<file path="src/sv/bpa_pkg.sv">
// Shared types, codes and a helper function for the buddy page allocator.
`default_nettype none

package bpa_pkg;

  localparam int PAGE_CNT_W = 11;
  localparam int OFFSET_W   = 10;
  localparam int EXP_W      = 4;

  typedef enum logic [1:0] {
    STAT_OK       = 2'd0,
    STAT_NO_SPACE = 2'd1,
    STAT_TOO_BIG  = 2'd2
  } status_t;

  typedef enum logic [2:0] {
    S_CLEAR,
    S_IDLE,
    S_CHECK,
    S_DOWN,
    S_MARK,
    S_UP,
    S_DONE
  } state_t;

  typedef struct packed {
    logic                  mode;
    logic [PAGE_CNT_W-1:0] page_count;
    logic [OFFSET_W-1:0]   block_offset;
  } req_t;

  typedef struct packed {
    status_t               status;
    logic [OFFSET_W-1:0]   granted_offset;
    logic [PAGE_CNT_W-1:0] granted_pages;
    logic [PAGE_CNT_W-1:0] avail_pages;
  } rsp_t;

  // mode codes
  localparam logic MODE_ALLOC = 1'b0;
  localparam logic MODE_FREE  = 1'b1;

  // exponent of the power of two that a nonzero count rounds up to
  function automatic logic [EXP_W-1:0] ceil_log2(input logic [PAGE_CNT_W-1:0] c);
    logic [PAGE_CNT_W-1:0] m;
    logic [EXP_W-1:0]      r;
    m = c - 1'b1;
    r = '0;
    for (int i = 0; i < PAGE_CNT_W; i++) begin
      if (m[i]) r = EXP_W'(i + 1);
    end
    return r;
  endfunction

endpackage

`default_nettype wire

</file>
<file path="src/sv/bpa_ctrl.sv">
// Sequencer: clearing pass, tree descent, node mark and ancestor update.
`default_nettype none

module bpa_ctrl #(
  parameter  int LEAVES = 1024,
  localparam int LVL    = $clog2(LEAVES),
  localparam int IW     = LVL + 1,
  localparam int VW     = LVL + 1
) (
  input  wire logic          clk,
  input  wire logic          rst_n,
  input  wire logic          req_valid,
  output logic               req_ready,
  input  wire bpa_pkg::req_t req,
  output logic               res_valid,
  input  wire logic          res_ready,
  output bpa_pkg::rsp_t      res,
  output logic               mem_wr_en,
  output logic      [IW-1:0] mem_wr_addr,
  output logic      [VW-1:0] mem_wr_data,
  output logic               mem_rd_en,
  output logic      [IW-1:0] mem_rd_addr,
  input  wire logic [VW-1:0] mem_rd_data
);

  localparam int LW   = $clog2(LVL + 1);
  localparam int CMPW = (VW > bpa_pkg::PAGE_CNT_W) ? VW : bpa_pkg::PAGE_CNT_W;
  localparam logic [IW-1:0] ROOT     = IW'(1);
  localparam logic [IW-1:0] LAST_IDX = {IW{1'b1}};

  bpa_pkg::state_t  state_r, state_nxt;
  logic             mode_r, mode_nxt;
  logic             too_big_r, too_big_nxt;
  logic [bpa_pkg::EXP_W-1:0]      exp_r, exp_nxt;
  logic [bpa_pkg::PAGE_CNT_W-1:0] cnt_r, cnt_nxt;
  logic [LVL-1:0]   off_r, off_nxt;
  logic [VW-1:0]    size_r, size_nxt;
  logic [IW-1:0]    idx_r, idx_nxt;
  logic [LW-1:0]    d_r, d_nxt;
  logic [VW-1:0]    cur_r, cur_nxt;
  logic [VW-1:0]    fc_r, fc_nxt;
  logic [VW-1:0]    root_r;
  bpa_pkg::status_t status_r, status_nxt;
  logic [bpa_pkg::OFFSET_W-1:0] goff_r, goff_nxt;
  logic [IW-1:0]    clr_idx_r;
  logic [VW-1:0]    clr_size_r;

  logic [bpa_pkg::PAGE_CNT_W-1:0] cnt_in;
  logic [bpa_pkg::EXP_W-1:0]      exp_in;
  logic [LW-1:0]    k_lvl;
  logic             alloc_fail, at_target, clr_last;
  logic [IW-1:0]    child, parent, leaf_idx, off_full;
  logic [LW-1:0]    d_dec, d_inc;
  logic [VW-1:0]    psize, mark_val, up_val, max_val;
  logic [VW:0]      pair_sum, fc_sum;

  assign cnt_in   = (req.page_count == '0) ? bpa_pkg::PAGE_CNT_W'(1) : req.page_count;
  assign exp_in   = bpa_pkg::ceil_log2(cnt_in);
  assign k_lvl    = LW'(exp_r);
  assign at_target = (d_r == k_lvl);
  assign alloc_fail = (CMPW'(cnt_r) > CMPW'(fc_r)) || (root_r < size_r);
  assign clr_last = (clr_idx_r == LAST_IDX);

  // descent picks the left child when it can hold the block
  assign child    = (mem_rd_data >= size_r) ? (idx_r << 1) : ((idx_r << 1) | IW'(1));
  assign d_dec    = d_r - LW'(1);
  assign d_inc    = d_r + LW'(1);
  assign parent   = idx_r >> 1;
  assign leaf_idx = {1'b1, off_r} >> exp_r;
  assign off_full = idx_r << d_r;
  assign mark_val = (mode_r == bpa_pkg::MODE_FREE) ? size_r : '0;
  assign psize    = VW'(1) << d_inc;
  assign max_val  = (cur_r > mem_rd_data) ? cur_r : mem_rd_data;
  assign pair_sum = {1'b0, cur_r} + {1'b0, mem_rd_data};
  // two wholly free buddies merge on free
  assign up_val   = ((mode_r == bpa_pkg::MODE_FREE) && (pair_sum == {1'b0, psize}))
                    ? psize : max_val;
  assign fc_sum   = {1'b0, fc_r} + {1'b0, size_r};

  // next state
  always_comb begin
    state_nxt = state_r;
    unique case (state_r)
      bpa_pkg::S_CLEAR: if (clr_last) state_nxt = bpa_pkg::S_IDLE;
      bpa_pkg::S_IDLE:  if (req_valid) state_nxt = bpa_pkg::S_CHECK;
      bpa_pkg::S_CHECK: begin
        priority if (too_big_r) state_nxt = bpa_pkg::S_DONE;
        else if (mode_r == bpa_pkg::MODE_FREE) state_nxt = bpa_pkg::S_MARK;
        else if (alloc_fail) state_nxt = bpa_pkg::S_DONE;
        else if (at_target) state_nxt = bpa_pkg::S_MARK;
        else state_nxt = bpa_pkg::S_DOWN;
      end
      bpa_pkg::S_DOWN:  if (d_dec == k_lvl) state_nxt = bpa_pkg::S_MARK;
      bpa_pkg::S_MARK:  state_nxt = (idx_r == ROOT) ? bpa_pkg::S_DONE : bpa_pkg::S_UP;
      bpa_pkg::S_UP:    if (parent == ROOT) state_nxt = bpa_pkg::S_DONE;
      bpa_pkg::S_DONE:  if (res_ready) state_nxt = bpa_pkg::S_IDLE;
      default:          state_nxt = bpa_pkg::S_CLEAR;
    endcase
  end

  // outputs: handshakes and memory ports
  always_comb begin
    req_ready   = 1'b0;
    res_valid   = 1'b0;
    mem_wr_en   = 1'b0;
    mem_wr_addr = clr_idx_r;
    mem_wr_data = clr_size_r;
    mem_rd_en   = 1'b0;
    mem_rd_addr = child << 1;
    unique case (state_r)
      bpa_pkg::S_CLEAR: mem_wr_en = 1'b1;
      bpa_pkg::S_IDLE:  req_ready = 1'b1;
      bpa_pkg::S_CHECK: begin
        mem_rd_en   = !too_big_r && (mode_r == bpa_pkg::MODE_ALLOC) && !alloc_fail
                      && !at_target;
        mem_rd_addr = IW'(2);
      end
      bpa_pkg::S_DOWN: mem_rd_en = (d_dec != k_lvl);
      bpa_pkg::S_MARK: begin
        mem_wr_en   = 1'b1;
        mem_wr_addr = idx_r;
        mem_wr_data = mark_val;
        mem_rd_en   = (idx_r != ROOT);
        mem_rd_addr = idx_r ^ IW'(1);
      end
      bpa_pkg::S_UP: begin
        mem_wr_en   = 1'b1;
        mem_wr_addr = parent;
        mem_wr_data = up_val;
        mem_rd_en   = (parent != ROOT);
        mem_rd_addr = parent ^ IW'(1);
      end
      bpa_pkg::S_DONE: res_valid = 1'b1;
      default: ;
    endcase
  end

  always_comb begin
    res.status         = status_r;
    res.granted_offset = goff_r;
    res.granted_pages  = (status_r == bpa_pkg::STAT_OK)
                         ? bpa_pkg::PAGE_CNT_W'(size_r) : '0;
    res.avail_pages    = bpa_pkg::PAGE_CNT_W'(fc_r);
  end

  // datapath
  always_comb begin
    mode_nxt    = mode_r;
    too_big_nxt = too_big_r;
    exp_nxt     = exp_r;
    cnt_nxt     = cnt_r;
    off_nxt     = off_r;
    size_nxt    = size_r;
    idx_nxt     = idx_r;
    d_nxt       = d_r;
    cur_nxt     = cur_r;
    fc_nxt      = fc_r;
    status_nxt  = status_r;
    goff_nxt    = goff_r;
    unique case (state_r)
      bpa_pkg::S_IDLE: begin
        mode_nxt    = req.mode;
        cnt_nxt     = cnt_in;
        exp_nxt     = exp_in;
        too_big_nxt = int'(exp_in) > LVL;
        off_nxt     = LVL'(req.block_offset);
        size_nxt    = VW'(1) << exp_in;
        idx_nxt     = ROOT;
        d_nxt       = LW'(LVL);
        status_nxt  = bpa_pkg::STAT_OK;
        goff_nxt    = '0;
      end
      bpa_pkg::S_CHECK: begin
        priority if (too_big_r) begin
          status_nxt = bpa_pkg::STAT_TOO_BIG;
        end else if (mode_r == bpa_pkg::MODE_FREE) begin
          idx_nxt = leaf_idx;
          d_nxt   = k_lvl;
        end else if (alloc_fail) begin
          status_nxt = bpa_pkg::STAT_NO_SPACE;
        end
      end
      bpa_pkg::S_DOWN: begin
        idx_nxt = child;
        d_nxt   = d_dec;
      end
      bpa_pkg::S_MARK: begin
        cur_nxt = mark_val;
        if (mode_r == bpa_pkg::MODE_FREE) begin
          fc_nxt = (fc_sum > (VW + 1)'(LEAVES)) ? VW'(LEAVES) : fc_sum[VW-1:0];
        end else begin
          fc_nxt   = (fc_r >= size_r) ? fc_r - size_r : '0;
          goff_nxt = bpa_pkg::OFFSET_W'(off_full[LVL-1:0]);
        end
      end
      bpa_pkg::S_UP: begin
        cur_nxt = up_val;
        idx_nxt = parent;
        d_nxt   = d_inc;
      end
      default: ;
    endcase
  end

  always_ff @(posedge clk) begin
    if (!rst_n) begin
      state_r    <= bpa_pkg::S_CLEAR;
      clr_idx_r  <= ROOT;
      clr_size_r <= VW'(LEAVES);
      fc_r       <= VW'(LEAVES);
      root_r     <= '0;
    end else begin
      state_r <= state_nxt;
      fc_r    <= fc_nxt;
      if (state_r == bpa_pkg::S_CLEAR) begin
        clr_idx_r <= clr_idx_r + IW'(1);
        // size halves after the last node of each level
        if (((clr_idx_r + IW'(1)) & clr_idx_r) == '0) begin
          clr_size_r <= clr_size_r >> 1;
        end
      end
      if (mem_wr_en && (mem_wr_addr == ROOT)) begin
        root_r <= mem_wr_data;
      end
    end
  end

  always_ff @(posedge clk) begin
    mode_r    <= mode_nxt;
    too_big_r <= too_big_nxt;
    exp_r     <= exp_nxt;
    cnt_r     <= cnt_nxt;
    off_r     <= off_nxt;
    size_r    <= size_nxt;
    idx_r     <= idx_nxt;
    d_r       <= d_nxt;
    cur_r     <= cur_nxt;
    status_r  <= status_nxt;
    goff_r    <= goff_nxt;
  end

endmodule

`default_nettype wire

</file>
<file path="config.mk">
export PLATFORM = sky130hd
export DESIGN_NAME = bpa_ctrl
export DESIGN_NICKNAME = d
export VERILOG_FILES = /design/src/sv/bpa_pkg.sv /design/src/sv/bpa_ctrl.sv
export SDC_FILE = /design/constraint.sdc
export NUM_CORES = 1
export LEC_CHECK = 0
export BUFFER_PORTS_ARGS = -buffer_cell sky130_fd_sc_hd__buf_4
export CAP_MARGIN = 10
export CORE_MARGIN = 2
export CORE_UTILIZATION = 55
export CTS_BUF_LIST = sky130_fd_sc_hd__clkbuf_16
export DETAILED_ROUTE_END_ITERATION = 7
export PLACE_DENSITY_LB_ADDON = 0.08
export SLEW_MARGIN = 15
export SYNTH_ARGS = -nofsm -noshare
export SYNTH_HDL_FRONTEND = slang
export SYNTH_SLANG_ARGS = --single-unit
</file>
<file path="constraint.sdc">
create_clock -name clk -period 5.3 [get_ports clk]
set_input_delay 1.325 -clock clk [delete_from_list [all_inputs] [get_ports clk]]
set_output_delay 1.325 -clock clk [all_outputs]
set_load 0.03 [all_outputs]
</file>
### Word level (Yosys, flattened, before mapping)

Index checks and enable logic that the tools add are counted.

| storage, ports and cells | value |
|---|---|
| word-level logic and storage cells | 138 |
| output and inout bits | 71 |
| bits in registers | 123 |
| input bits | 37 |

| operators by class | value |
|---|---|
| add/subtract/negate cells | 7 |
| bitwise gates (word level) | 4 |
| reductions and logical operators | 23 |
| equality and inequality tests | 26 |
| mux-type cells | 51 |
| shift operators | 4 |
| order comparisons | 7 |

Operator list:

| cell | number |
|---|---|
| 11-bit 2-to-1 mux | 10 |
| 11-bit one-hot mux with 2 select lines | 3 |
| 11-bit one-hot mux with 4 select lines | 1 |
| 3-bit 2-to-1 mux | 13 |
| 11-bit one-hot mux with 3 select lines | 1 |
| 11-bit by 11-bit adder with 12-bit output | 2 |
| 4-bit 2-to-1 mux | 6 |
| 11-bit by 1-bit equality test with 1-bit output, second input constant | 2 |
| 11-bit greater-or-equal comparator | 2 |
| 11-bit greater-than comparator | 2 |
| 11-bit logical NOT | 2 |
| 1-bit by 4-bit << shifter with 11-bit output, first input constant | 2 |
| 3-bit one-hot mux with 7 select lines | 1 |
| 10-bit one-hot mux with 2 select lines | 1 |
| 2-bit inequality test, second input constant | 8 |
| 4-bit one-hot mux with 4 select lines | 1 |
| 12-bit by 11-bit equality test with 1-bit output | 1 |
| 12-bit by 11-bit greater-than comparator with 1-bit output, second input constant | 1 |
| 2-bit 2-to-1 mux | 6 |
| 11-bit by 1-bit adder with 11-bit output, second input constant | 1 |
| 11-bit AND | 1 |
| 11-bit equality test, second input constant | 1 |
| 11-bit less-than comparator | 1 |
| 11-bit by 1-bit inequality test with 1-bit output, second input constant | 1 |
| 31 further kinds | 52 |

### Depth between registers and ports, before layout

| logic depth | value |
|---|---|
| depth after elaboration | 15 |
| mapped depth | 15 |
| depth with buffers taken out | 13 |

### Worst setup path before layout

OpenSTA, ideal clock, no wires.

| timing | value |
|---|---|
| kind | input-to-output |
| start | input port mem_rd_data[0] |
| end | output port mem_wr_data[7] |
| arrival time | 4.215 ns |
| stages | 12 |
| slack | -0.240 ns |
| buffers on the path | 1 |
| cells stage by stage | ha_1 > fa_1 > nor2b_1 > o211ai_1 > a311oi_1 > or4_1 > a211oi_1 > o2bb2ai_1 > nor4_4 > buf_6 > mux2_2 > nand2_1 |

| between the ends | value |
|---|---|
| word-level cells in the longest chain between the ends | 5 |
| elaborated cells between the ends (all ways) | 7 |
| those cells by class | 1 x add/sub; 1 x order compare; 1 x eq/ne; 3 x mux; 1 x reduce/logical |

RTL lines:

| element | RTL line | text |
|---|---|---|
| start, declared | bpa_ctrl.sv:23 | `input wire logic [VW-1:0] mem_rd_data` |
| 11-bit by 11-bit adder with 12-bit output | bpa_ctrl.sv:74 | `assign pair_sum = {1'b0, cur_r} + {1'b0, mem_rd_data};` |
| 12-bit by 11-bit equality test with 1-bit output | bpa_ctrl.sv:76 | `assign up_val = ((mode_r == bpa_pkg::MODE_FREE) && (pair_sum == {1'b0, psize}))` |
| 1-bit logical AND | bpa_ctrl.sv:76 |  |
| 11-bit 2-to-1 mux * | bpa_ctrl.sv:77 | `? psize : max_val;` |
| 11-bit one-hot mux with 2 select lines * | bpa_ctrl.sv:110 | `unique case (state_r)` |
| end, declared | bpa_ctrl.sv:20 | `output logic [VW-1:0] mem_wr_data,` |

Mark *: on every way between the ends. The rest lies on a longest branch, timed or not.

### Worst setup path after layout

| timing | value |
|---|---|
| start | input port mem_rd_data[0] |
| end | output port mem_wr_data[10] |

The elaborated chain is that of the path after synthesis.

==> impl_metrics.toml <==
[grt]
grt_usage_pct = 30.96
grt_pass1_wl_um = 49690
grt_max_degree = 51
antenna_found_initial = 0
first_global_vias = 9350
grt_overflow = 0

[sta]
grt_setup_unrepaired = "true"
worst_slew_pin_slew_ns = 0.9812
finalHoldViolations = 0
drv_slew = 0
fin_setup_tns_ns = -3.542
min_period_ns = 5.657
maxSlewHeadroom_pct = 34.08
finalCritPeriodShare_pct = 106.7
holdWs_ns = 0.4707
setup_viol = 11
fmax_mhz = 176.8
skew_ns = 0.008986
fin_ws_ns = -0.3574

[clock_network]
cts_root_buffer = "clkbuf_16"
clk-insertion-delay-late_ns = 0.43
htree_levels = 4
clock_tree.buffer_depth = 2
cts_buffers = 17
ctsHoldBuffers = 0
cts_tree = "done"
clock_sinks = 123
clk_pin_slew_worst_paths_ns = 0.06

[run_status]
violations = "setup timing"
status = "finished with violations"

[critical_path]
critPathTopFamily = "simple AND/OR/NAND/NOR gates"
crit_fanout = 6
r2r_cells = 15
r2r-start = "d_r[1]$_SDFFCE_PN1P_"
required_ns = 3.97
r2r_slack_ns = 1.52
crit_path_top_delay_cell = "or4_1"
path_class = "input pin to primary output"
critPathArrivalTime_ns = 4.33
path_buf_inv = 4
crit_top_cell = "buf_6"
endpoint_kind = "primary output"
critPathLaunch = "mem_rd_data[0]"
critPathLaunchType = "input pin"
rr_endpoint = "cur_r[3]$_DFFE_PN_"
path_depth = 15
worstPathCellList = "buf_8, ha_4, fa_2, nor2b_4, o211ai_1, a311oi_2, or4_1, a211oi_2, o2bb2ai_2, nor4_4, buf_6, buf_12, mux2i_4, nand2b_4, buf_6"
slowest_delay_ns = 0.44

[synth]
synth-seq-cells = 123
netlist_top_cells_count = "nand2_1, ha_1, inv_1"
synth-edff-count = 76
yosysUniqueCellTypes = 93
synthMuxAreaShare_pct = 6.232
yosys.area.top_type = "edfxtp_1"
ys_seq_area_share_pct = 30.29
synth_compound_area_share_pct = 22.86
syn_area_um2 = 10640
avgSynthCellArea_um2 = 8.651
postSynthCellCount = 1230
synth_top_family_by_area = "compound AO/OA/AOI/OAI gates"
synth_xor_area_share_pct = 2.881
synthAdderAreaFrac_pct = 11.74
ys_dominant_reg_cell = "edfxtp_1"
synth_area_leaders = "edfxtp_1, ha_1, dfxtp_1, mux2i_1, nand2_1"
ys_warn_count = 0
synth-simple-area-share_pct = 19.16
yosysMostFrequentCell = "nand2_1"
synth_fp_nets = 1365
synthArstFlopShare_pct = 0
synth_top_cell_area_share_pct = 21.45

[route]
viasPerCell = 6.184
vias = 9919
drtIter0Drc = 1004
first_pass_iters = 5
ant_nets = 0
drc_errors = 0
avgRoutedWirePerCell_um = 19.31
wirelength_um = 30980

[floorplanning]
die_y_um = 143.1
row_count = 50
dieWidth_um = 143.1
core_area_um2 = 18830
initial_core_util_pct = 56.50
die-area_um2 = 20470
ios = 108

[worst_hold_path]
hold-path-endpoint = "clr_size_r[10]$_SDFFE_PN1P_"
hold_path_class = "register to register"
worstHoldStart = "clr_size_r[10]$_SDFFE_PN1P_"
holdPathStages = 2

[final_layout]
drive_gt1_share_pct = 19.87
post-route-util_pct = 68.03
insertedDiodeCount = 0
fillers = 1564
syn2layout_area_growth_pct = 20.40
nets = 1466

[power_and_ir_drop]
power_density_nw_per_um2 = 330.6
ir_drop_uv = 490.4
p_leak_uw = 0.005483

[placement]
portBuffers = 107
gp_congestion = 0.9353
dp_hpwl_um = 23290

[run]
maxCapViolations = 0
cells in the final DEF (no fill, tap or decap), types with 12 or more instances in the layout:
cell,n
a21oi_1,64
xor2_1,14
a21o_1,19
mux2i_1,38
a221oi_1,16
o21a_1,22
edfxtp_1,76
a22oi_1,14
nor2b_1,26
buf_6,12
buf_4,159
nor3b_1,15
nand2b_1,19
o21ai_0,46
dfxtp_1,47
nor4_1,12
inv_1,91
a31oi_1,15
xnor2_1,21
ha_1,94
nor3_1,29
o211a_1,15
nand2_1,100
nor2_1,84
nand3_1,39
clkbuf_16,17
repair_timing:
action,CTS,global route
buffers inserted,6,1
hold endpoints to repair,0,0
resized for setup,22,5
pin swaps,2,3
cloned,1,0
endpoints found under the setup margin,11,11
layout make-up:
class / count / area, um2 / area share, %
clock inverters: 15 / 172.7 / 1.348
flip-flops and latches: 123 / 3223 / 25.16
repair buffers: 175 / 1404 / 10.96
clock buffers: 17 / 425.4 / 3.321
well taps: 260 / 325.3 / 2.539
inverters: 93 / 349.1 / 2.725
multi-input cells: 921 / 6912 / 53.95
cell families (layout without fill, tap and decap cells):
logic type	after synthesis	after routing
DFF	123	123
AOI/OAI and AO/OA	332	332
and+or+nand+nor	399	399
adders and majority gates	98	98
muxes	57	57
xor gates and xnor gates	35	35
buffers and inverters	186	300
worst min-delay path: cells and delay by family (launching register included):
| family | cells | cell delay (ns) |
|---|---|---|
| and+or+nand+nor | 2 | 0.10 |
| DFF | 1 | 0.33 |
routing by layer:
metal  vias to the layer above  wire length [um]  GRT usage [%]  part of all wire, %
met5                         -                 0              0                    0
met4                         0               823          9.484                  2.7
met3                        67              2129          4.997                  6.9
met2                       425             13790          48.33                   45
met1                      4699             14230          44.12                   46
li1                       4728                 -              -                    -
stage by stage:
step,power (uW),cells,instance area (um2),setup slack [ns]
final,4236,1604,12810,-0.3574
after global placement,2982,1565,12020,-0.4216
after floorplan,2521,1230,10790,0.01734
after global routing,4460,1604,12810,-0.4755
after detailed placement,3007,1565,12020,-0.4451
after CTS,4222,1604,12800,-0.3702
registers in the layout, summed over array words and instances (netlist names), 10 cells and up:
register	count
off_r	10
clr_size_r	11
cnt_r	11
fc_r	11
clr_idx_r	11
idx_r	11
root_r	11
goff_r	10
size_r	11
cur_r	11
worst max path at each step:
stage / end
3_3_place_gp: mem_wr_data[10]
4_1_cts: mem_wr_data[7]
6_report: mem_wr_data[10]
3_5_place_dp: mem_wr_data[10]
5_1_grt: mem_wr_data[10]
2_1_floorplan: mem_wr_data[0]
report_power, final:
group	switching, uW	internal, uW
registers	164	1180
logic	1010	685
clock network	463	737
total	1640	2600
(Power assumes the default switching activity.)
